<file path="src/design/rational_arithmetic_unit_top_macros.svh">
// Assertion macros shared by the rational arithmetic unit
`ifndef RATIONAL_ARITHMETIC_UNIT_TOP_MACROS_SVH
`define RATIONAL_ARITHMETIC_UNIT_TOP_MACROS_SVH

// a condition implies a consequence in the same cycle
`define RAU_ASSERT_IMP(label, clk, rst_n, cond, cons, msg) \
    label: assert property (@(posedge clk) disable iff (!rst_n) (cond) |-> (cons)) \
        else $error(msg);

// a condition implies a consequence in the next cycle
`define RAU_ASSERT_NEXT(label, clk, rst_n, cond, cons, msg) \
    label: assert property (@(posedge clk) disable iff (!rst_n) (cond) |=> (cons)) \
        else $error(msg);

`endif

</file>
<file path="src/design/rau_pkg.sv">
// ----------------------------------------------------------------------------
// rau_pkg
// Shared types and constants of the rational arithmetic unit.
// ----------------------------------------------------------------------------
package rau_pkg;

    localparam int WIDTH  = 32;
    localparam int PROD_W = 2 * WIDTH;
    localparam int CNT_W  = $clog2(PROD_W + 1);

    typedef enum logic [1:0] {
        OP_ADD = 2'd0,
        OP_SUB = 2'd1,
        OP_MUL = 2'd2,
        OP_DIV = 2'd3
    } op_t;

    typedef enum logic [1:0] {
        ST_OK       = 2'd0,
        ST_DIVZERO  = 2'd1,
        ST_OVERFLOW = 2'd2
    } status_t;

    // classified operands as handed from front to back
    typedef struct packed {
        op_t                op;
        logic               zero_den;
        logic               sa;
        logic               sb;
        logic [WIDTH-1:0]   ma;
        logic [WIDTH-1:0]   da;
        logic [WIDTH-1:0]   mb;
        logic [WIDTH-1:0]   db;
    } job_t;

    // queue occupancy seen by front and back
    typedef struct packed {
        logic full;
        logic empty;
    } q_stat_t;

endpackage

</file>
<file path="src/design/rau_front.sv">
// ----------------------------------------------------------------------------
// rau_front
// Takes input beats, moves signs to numerators, splits off magnitudes.
// ----------------------------------------------------------------------------
module rau_front (
    input  logic                        in_valid,
    output logic                        in_stall,
    input  logic [1:0]                  req_type,
    input  logic signed [31:0]          a_num,
    input  logic signed [31:0]          a_den,
    input  logic signed [31:0]          b_num,
    input  logic signed [31:0]          b_den,
    input  rau_pkg::q_stat_t            q_stat,
    output logic                        push,
    output rau_pkg::job_t               job
);

    logic [rau_pkg::WIDTH-1:0] an, ad, bn, bd;

    function automatic logic [rau_pkg::WIDTH-1:0] mag(input logic [rau_pkg::WIDTH-1:0] x);
        mag = x[rau_pkg::WIDTH-1] ? (~x + 1'b1) : x;
    endfunction

    assign an = a_num[rau_pkg::WIDTH-1:0];
    assign ad = a_den[rau_pkg::WIDTH-1:0];
    assign bn = b_num[rau_pkg::WIDTH-1:0];
    assign bd = b_den[rau_pkg::WIDTH-1:0];

    assign in_stall = q_stat.full;
    assign push     = in_valid && !q_stat.full;

    always_comb
    begin
        job.op       = rau_pkg::op_t'(req_type);
        job.zero_den = (ad == '0) || (bd == '0);
        job.ma       = mag(an);
        job.da       = mag(ad);
        job.mb       = mag(bn);
        job.db       = mag(bd);
        job.sa       = (an[rau_pkg::WIDTH-1] ^ ad[rau_pkg::WIDTH-1]) && (an != '0);
        job.sb       = (bn[rau_pkg::WIDTH-1] ^ bd[rau_pkg::WIDTH-1]) && (bn != '0);
    end

endmodule

</file>
<file path="config.mk">
export PLATFORM = sky130hd
export DESIGN_NAME = rau_front
export DESIGN_NICKNAME = d
export VERILOG_FILES = /design/src/design/rational_arithmetic_unit_top_macros.svh /design/src/design/rau_pkg.sv /design/src/design/rau_front.sv
export SDC_FILE = /design/constraint.sdc
export NUM_CORES = 1
export LEC_CHECK = 0
export BUFFER_PORTS_ARGS = -buffer_cell sky130_fd_sc_hd__buf_2
export CAP_MARGIN = 40
export CORE_AREA = 2 2 105 107
export DETAILED_ROUTE_END_ITERATION = 8
export DIE_AREA = 0 0 107 109
export GPL_TIMING_DRIVEN = 1
export PLACE_DENSITY = 0.72
export SLEW_MARGIN = 20
export SYNTH_ARGS = -nofsm -noshare
export SYNTH_HDL_FRONTEND = slang
export SYNTH_SLANG_ARGS = --single-unit
</file>
<file path="constraint.sdc">
create_clock -name vclk -period 6.7
set_clock_uncertainty 0.2 [all_clocks]
set_input_delay 0.67 -clock vclk [all_inputs]
set_output_delay 0.67 -clock vclk [all_outputs]
set_load 0.01 [all_outputs]
</file>
==> reports/metrics.cfg <==
[clock_tree]
cts_resized = 0
ctsHoldBuffers = 0
postCtsSetupBuffers = 0

[placed_design]
port-buffer-count = 263
place_area_um2 = 4220
gp_congestion = 0.838
place_hpwl_mm = 9.26

[drt]
ant_nets = 0
wirelength_mm = 10.9
drc = 0
drt_iter0_markers = 245
viasPerCell = 5.17
dr.pass1.iters = 4
routed-via-count = 4059
wl_per_cell_um = 13.9

[floorplan]
ios = 268
dieHeight_um = 109
fp.coreArea_um2 = 10600
core.rowCount = 38
initial_core_util_pct = 27.0
die_w_um = 107
dieArea_um2 = 11700

[final_layout]
drive_gt1_share_pct = 42.0
nets = 784
utilization_pct = 39.8
fin_area_um2 = 4220
diodes = 0
nFillCells = 1171
final_cell_mix = buf_2 (263), xnor2_1 (112), o41ai_1 (36), nand2_1 (34), o31ai_1 (31)
ff_latch_area_um2 = 0
flops_and_latches = 0
mostFrequentLayoutCell = buf_2
clock_buffers = 0
area_delta_synth_final_pct = 47.5

[setup_path]
path_max_fanout = 13
worstPathRequired_ns = 5.83
end_kind = primary output
setup.worst_path.start_class = primary input
crit_arrival_ns = 2.82
path_class = primary input to primary output

[grt]
track_usage_pct = 16.5
grt-ovfl-total = 0
grt_max_degree = 35
grt_pass1_wl_mm = 16.3
grt_pass1_vias = 3530
antenna_found_initial = 0

[sta]
worst_pin_slew_ns = 0.775
min_period_ns = 3.69
hold_viol_final = 0
slew_headroom_pct = 47.8
final_max_slew_viol_count = 0
rsz0062_at_grt = no
fin_hold_ws_ns = 1.14
setup_viol = 0
tns_ns = 0
max_freq_ghz = 0.271
timing.final.crit_share_pct = 55.1

[logic_synthesis]
synth_area_per_cell_um2 = 7.01
syn_inst = 408
yosysUniqueCellTypes = 38
synth_area_um2 = 2860
yosys_warnings = 0
synth_fp_nets = 545
yosysSeqAreaShare_pct = 0

[power_and_ir_drop]
leakage_nw = 1.75
p_total_mw = 0.319
powerDensity_nw_per_um2 = 75.6
ir_worst_vdd_uv = 33.3

[run]
drv_cap = 0

[min_path]
hold_class = primary input to primary output

[outcome]
status = finished, final reports clean

through the flow:
stage                     instances  setup slack, ns
after floorplan                 408             3.44
after global placement          785             3.06
after detailed placement        785             3.05
after CTS                       785             3.04
after global routing            785             2.74
final                           785             3.01
path summary, 6_finish.rpt:
path,start,end,slack [ns],depth (start not counted)
max,b_num[11],job[58],3.01,6
min,req_type[1],job[132],1.14,0
synth_stat cells (2+ instances only):
master	instances	area share, %
xnor2_1	112	34
o41ai_1	36	11
nand2_1	34	4.5
o31ai_1	31	8.1
o21ai_0	29	5.1
nor4_1	17	3.7
clkbuf_1	15	2.0
inv_1	14	1.8
nor3_1	14	2.4
or3_1	14	3.1
nor2_1	13	1.7
nand2b_1	9	2.0
buf_4	7	1.8
nand3_1	7	1.2
or4_1	7	1.8
nand4_1	5	1.1
ha_1	4	1.7
nand3b_1	4	1.0
xor2_1	4	1.2
a21oi_1	3	0.52
buf_1	3	0.39
nor4b_1	3	0.92
nand4b_1	2	0.61
nor2b_1	2	0.44
nor3b_1	2	0.52
o41ai_2	2	1.1
o41ai_4	2	1.9
or2_2	2	0.44
or4_4	2	0.79
report_power, final:
group          leakage [nW]  internal (mW)  switching [mW]
logic                  1.75          0.146           0.173
registers                 0              0               0
clock network             0              0               0
routing by layer:
metal,vias up,track usage [%],wire length (µm)
li1,2019,-,-
met1,1851,19.7,4440
met2,181,31.8,5590
met3,8,2.45,784
met4,0,2.04,93
met5,-,0,0
final cells by class:
type,count,area [µm²],share of cell area (%)
well taps,140,175,4.15
multi-input cells,368,2680,63.4
repair buffers,263,1320,31.2
inverters,14,52.6,1.24
critical path, cell delays in order:
cell	delay (ns)
buf_2	0.12
nor4_1	0.69
nand2_1	0.50
o41ai_1	0.53
xnor2_1	0.16
buf_2	0.16
logic make-up after synthesis:
logic type	Yosys count	share of synthesized area, %
AND/OR/NAND/NOR	140	27.1
AO/OA/AOI/OAI	107	28.9
XOR/XNOR	116	35.5
adder cells (fa/ha/maj)	4	1.75
multiplexers	1	0.350
buffers and inverters	40	6.43
No activity file was read; power rests on OpenSTA's default activity.
