$ cat src/design/rational_arithmetic_unit_top_macros.svh
// Assertion macros shared by the rational arithmetic unit
`ifndef RATIONAL_ARITHMETIC_UNIT_TOP_MACROS_SVH
`define RATIONAL_ARITHMETIC_UNIT_TOP_MACROS_SVH

// a condition implies a consequence in the same cycle
`define RAU_ASSERT_IMP(label, clk, rst_n, cond, cons, msg) \
    label: assert property (@(posedge clk) disable iff (!rst_n) (cond) |-> (cons)) \
        else $error(msg);

// a condition implies a consequence in the next cycle
`define RAU_ASSERT_NEXT(label, clk, rst_n, cond, cons, msg) \
    label: assert property (@(posedge clk) disable iff (!rst_n) (cond) |=> (cons)) \
        else $error(msg);

`endif

$ cat src/design/rau_pkg.sv
// ----------------------------------------------------------------------------
// rau_pkg
// Shared types and constants of the rational arithmetic unit.
// ----------------------------------------------------------------------------
package rau_pkg;

    localparam int WIDTH  = 32;
    localparam int PROD_W = 2 * WIDTH;
    localparam int CNT_W  = $clog2(PROD_W + 1);

    typedef enum logic [1:0] {
        OP_ADD = 2'd0,
        OP_SUB = 2'd1,
        OP_MUL = 2'd2,
        OP_DIV = 2'd3
    } op_t;

    typedef enum logic [1:0] {
        ST_OK       = 2'd0,
        ST_DIVZERO  = 2'd1,
        ST_OVERFLOW = 2'd2
    } status_t;

    // classified operands as handed from front to back
    typedef struct packed {
        op_t                op;
        logic               zero_den;
        logic               sa;
        logic               sb;
        logic [WIDTH-1:0]   ma;
        logic [WIDTH-1:0]   da;
        logic [WIDTH-1:0]   mb;
        logic [WIDTH-1:0]   db;
    } job_t;

    // queue occupancy seen by front and back
    typedef struct packed {
        logic full;
        logic empty;
    } q_stat_t;

endpackage

$ cat src/design/rau_queue.sv
// ----------------------------------------------------------------------------
// rau_queue
// Two-entry queue between the front and the back.
// ----------------------------------------------------------------------------
module rau_queue (
    input  logic                clk,
    input  logic                rst_n,
    input  logic                push,
    input  rau_pkg::job_t       push_job,
    input  logic                pop,
    output rau_pkg::job_t       head_job,
    output rau_pkg::q_stat_t    q_stat
);

    rau_pkg::job_t  mem_reg [2];
    logic           wr_ptr_reg, rd_ptr_reg;
    logic [1:0]     cnt_reg;

    always_ff @(posedge clk or negedge rst_n)
    begin
        if (!rst_n)
        begin
            wr_ptr_reg <= 1'b0;
            rd_ptr_reg <= 1'b0;
            cnt_reg    <= 2'd0;
        end
        else
        begin
            if (push)
                wr_ptr_reg <= ~wr_ptr_reg;
            if (pop)
                rd_ptr_reg <= ~rd_ptr_reg;
            cnt_reg <= cnt_reg + {1'b0, push} - {1'b0, pop};
        end
    end

    always_ff @(posedge clk)
    begin
        if (push)
            mem_reg[wr_ptr_reg] <= push_job;
    end

    assign head_job     = mem_reg[rd_ptr_reg];
    assign q_stat.full  = (cnt_reg == 2'd2);
    assign q_stat.empty = (cnt_reg == 2'd0);

    `include "rational_arithmetic_unit_top_macros.svh"

    `RAU_ASSERT_IMP(a_no_overrun, clk, rst_n, q_stat.full, !push, "push into full queue")
    `RAU_ASSERT_IMP(a_no_underrun, clk, rst_n, q_stat.empty, !pop, "pop from empty queue")
    `RAU_ASSERT_IMP(a_cnt_range, clk, rst_n, 1'b1, cnt_reg != 2'd3, "queue count out of range")

endmodule

$ cat config.mk
export PLATFORM = sky130hd
export DESIGN_NAME = rau_queue
export DESIGN_NICKNAME = d
export VERILOG_FILES = /design/src/design/rau_pkg.sv /design/src/design/rau_queue.sv
export VERILOG_INCLUDE_DIRS = /design/src /design/src/design
export SDC_FILE = /design/constraint.sdc
export NUM_CORES = 1
export LEC_CHECK = 0
export ABC_AREA = 1
export BUFFER_PORTS_ARGS = -buffer_cell sky130_fd_sc_hd__clkbuf_2
export CAP_MARGIN = 5
export CORE_UTILIZATION = 50
export CTS_BUF_LIST = sky130_fd_sc_hd__clkbuf_2
export DETAILED_ROUTE_END_ITERATION = 7
export PLACE_DENSITY = 0.79
export SLEW_MARGIN = 5
export SYNTH_ARGS = -nofsm -noshare
export SYNTH_HDL_FRONTEND = slang
export SYNTH_SLANG_ARGS = --single-unit
$ cat constraint.sdc
create_clock -name clk -period 8.5 [get_ports clk]
set_clock_uncertainty 0.15 [all_clocks]
set_input_delay 0.85 -clock clk [delete_from_list [all_inputs] [get_ports clk]]
set_output_delay 0.85 -clock clk [all_outputs]
set_load 0.02 [all_outputs]
==> impl_metrics.toml <==
[drt]
drt-wirelength-per-cell_um = 14.8
antenna_left = 0
initialDrtViolationCount = 302
drc_errors = 0
viasPerCell = 4.69
drt-total-wl_mm = 21.5
firstDrtPassIters = 4
vias = 6779

[synthesis]
syn-mean-instance-area_um2 = 14.5
syn_inst = 720
synthesis.nets = 859
yosysWarnings = 0
ys_top_cells_by_area = "edfxtp_1 (76%), o21ai_2 (7.0%), inv_1 (5.0%)"
synth_cell_type_count = 15
yosys.area.top_type = "edfxtp_1"
synth_seq_area_share_pct = 77.3
synth_top_area_share_pct = 76.4
syn-cell-area_um2 = 10500
yosys_register_bits = 270

[power]
ir_worst_vdd_v = 0.000325
power_density_nw_per_um2 = 316
p_leak_nw = 5.91
switchingPower_w = 0.00171
clkPwrFrac_pct = 18.2
p_comb_share_pct = 38.0
p_int_w = 0.00254
swShare_pct = 40.2
seqPwrFrac_pct = 43.8

[place]
port_buffers = 271
dp.final_hpwl_mm = 12.4
placed_area_um2 = 11900
gp_congestion = 0.764

[floorplan]
fp.dieH_um = 147
core_um2 = 20400
initial_utilization_pct = 51.4
die_w_um = 147
die_area_um2 = 21500
num_rows = 52
ios = 272

[sta]
period_minus_slack_ns = 4.12
slew_headroom_pct = 17.3
fin_crit_sh_pct = 48.4
setup_viol = 0
max_freq_mhz = 243
slew_viol_final = 0
hold_violations = 0
fin_tns_setup_ns = 0
worst_pin_slew_ns = 1.24
grt_setup_unrepaired = "false"

[worst_setup_path]
crit_path_max_fanout = 230
cp.required_ns = 7.50
cp-end-kind = "output port"
crit_type = "reg2out"
rrSetupSlack_ns = 6.03
critPathArrivalTime_ns = 3.12
startpoint_type = "flop"
r2r_start = "wr_ptr_reg"
worstRegToRegCells = 3
r2r_end = "mem_reg[1][117]"

[grt]
antenna_found_initial = 0
grt_max_degree = 231
grt_pass1_vias = 7015
grt_pass1_wl_mm = 34.1
track_usage_pct = 20.2
grt.overflow.total = 0

[hold_path]
min_from = "push_job[124]"
holdPathStages = 1
min_to = "mem_reg[1][124]"
hold_class = "in2reg"

[clocking]
clock_latency_ns = 0.77
cts_buffers = 61
clkSinkCount = 270
cts_tree = "yes"
clk_pin_slew_ns = 0.12
htree_num_levels = 2
cts_max_path_buffers = 3
post_cts_buffers = 0
ctsHoldBuffers = 95
ctsResizeCount = 0
cts_root_buffer = "clkbuf_2"

[final_layout]
final_cell_mix = "clkbuf_2 (366), edfxtp_1 (266), inv_1 (139), nand2_1 (139), dlygate4sd3_1 (99)"
diodes = 0
layout-drive-gt1-share_pct = 39.0
final_common_cell = "clkbuf_2"
largest_register_ffs = 266
area_growth_syn_to_layout_pct = 28.7
final_area_um2 = 13500
layout.nets = 1266

[flow_run]
cap_violations = 0

[outcome]
status = "completed"
-- power by group through the flow --
| stage | combinational [W] | sequential (W) | clock (W) |
|---|---|---|---|
| after floorplan | 0.00120 | 0.00188 | 0 |
| after global placement | 0.00156 | 0.00187 | 0 |
| after detailed placement | 0.00158 | 0.00189 | 0 |
| after CTS | 0.00162 | 0.00186 | 0.000799 |
| after global routing | 0.00175 | 0.00188 | 0.000863 |
| final | 0.00161 | 0.00186 | 0.000773 |
-- layer usage --
| layer | up-vias | global-route usage [%] | routed length [um] |
|---|---|---|---|
| li1 | 3317 | - | - |
| met1 | 3147 | 21.7 | 8040 |
| met2 | 275 | 36.6 | 11200 |
| met3 | 40 | 6.91 | 1790 |
| met4 | 0 | 7.29 | 448 |
| met5 | - | 0 | 0 |
-- cells in the mapped netlist, drive strengths merged --
cell type	n
nor2	3
dfrtp	4
nand2	139
clkbuf	2
xor2	2
edfxtp	266
inv	140
o21ai	133
nand3	1
buf	28
ha	2
-- final cells by class --
class	count	area, um^2
timing repair buffer	374	2390
tap	270	338
inverter	140	531
multi-input combinational	280	1570
sequential	270	8090
clock inverter	16	61.3
clock buffer	95	475
fill	1441	6910
-- how the worst max path moves through the flow --
stage / from / to / slack, ns / cells past startpoint
after floorplan: push / mem_reg[0][0] / 1.27 / 2
after global placement: rd_ptr_reg / head_job[3] / 5.39 / 3
after detailed placement: rd_ptr_reg / head_job[3] / 5.36 / 3
after CTS: rd_ptr_reg / head_job[6] / 4.44 / 3
after global routing: rd_ptr_reg / head_job[12] / 4.21 / 3
final: rd_ptr_reg / head_job[12] / 4.38 / 3
-- critical path, stage by stage, from the launching register on --
cell and delay (ns):
dfrtp_4 0.72, buf_12 0.68, o21ai_0 0.34, clkbuf_2 0.24
-- stage by stage --
stage / worst slack (ns) / power [W] / utilization, % / hold WS (ns) / instances
after floorplan: 1.27 / 0.00308 / - / 0.313 / 720
after global placement: 5.39 / 0.00343 / 58.6 / 0.379 / 1235
after detailed placement: 5.36 / 0.00347 / 58.6 / 0.395 / 1235
after CTS: 4.44 / 0.00428 / 65.9 / 0.0000764 / 1441
after global routing: 4.21 / 0.00450 / 66.1 / 0.00116 / 1445
final: 4.38 / 0.00425 / 66.1 / 0.108 / 1445
-- cells by family (layout without fill, tap and decap cells) --
kind of cell | Yosys count | after routing | share of synthesized area (%)
AO/OA/AOI/OAI | 133 | 133 | 9.38
XOR/XNOR | 2 | 2 | 0.168
adder cells (fa/ha/maj) | 2 | 2 | 0.239
buffers and inverters | 170 | 625 | 7.73
flip-flops | 270 | 270 | 77.3
AND/OR/NAND/NOR | 143 | 143 | 5.14
Power figures use the tool's default switching activity.
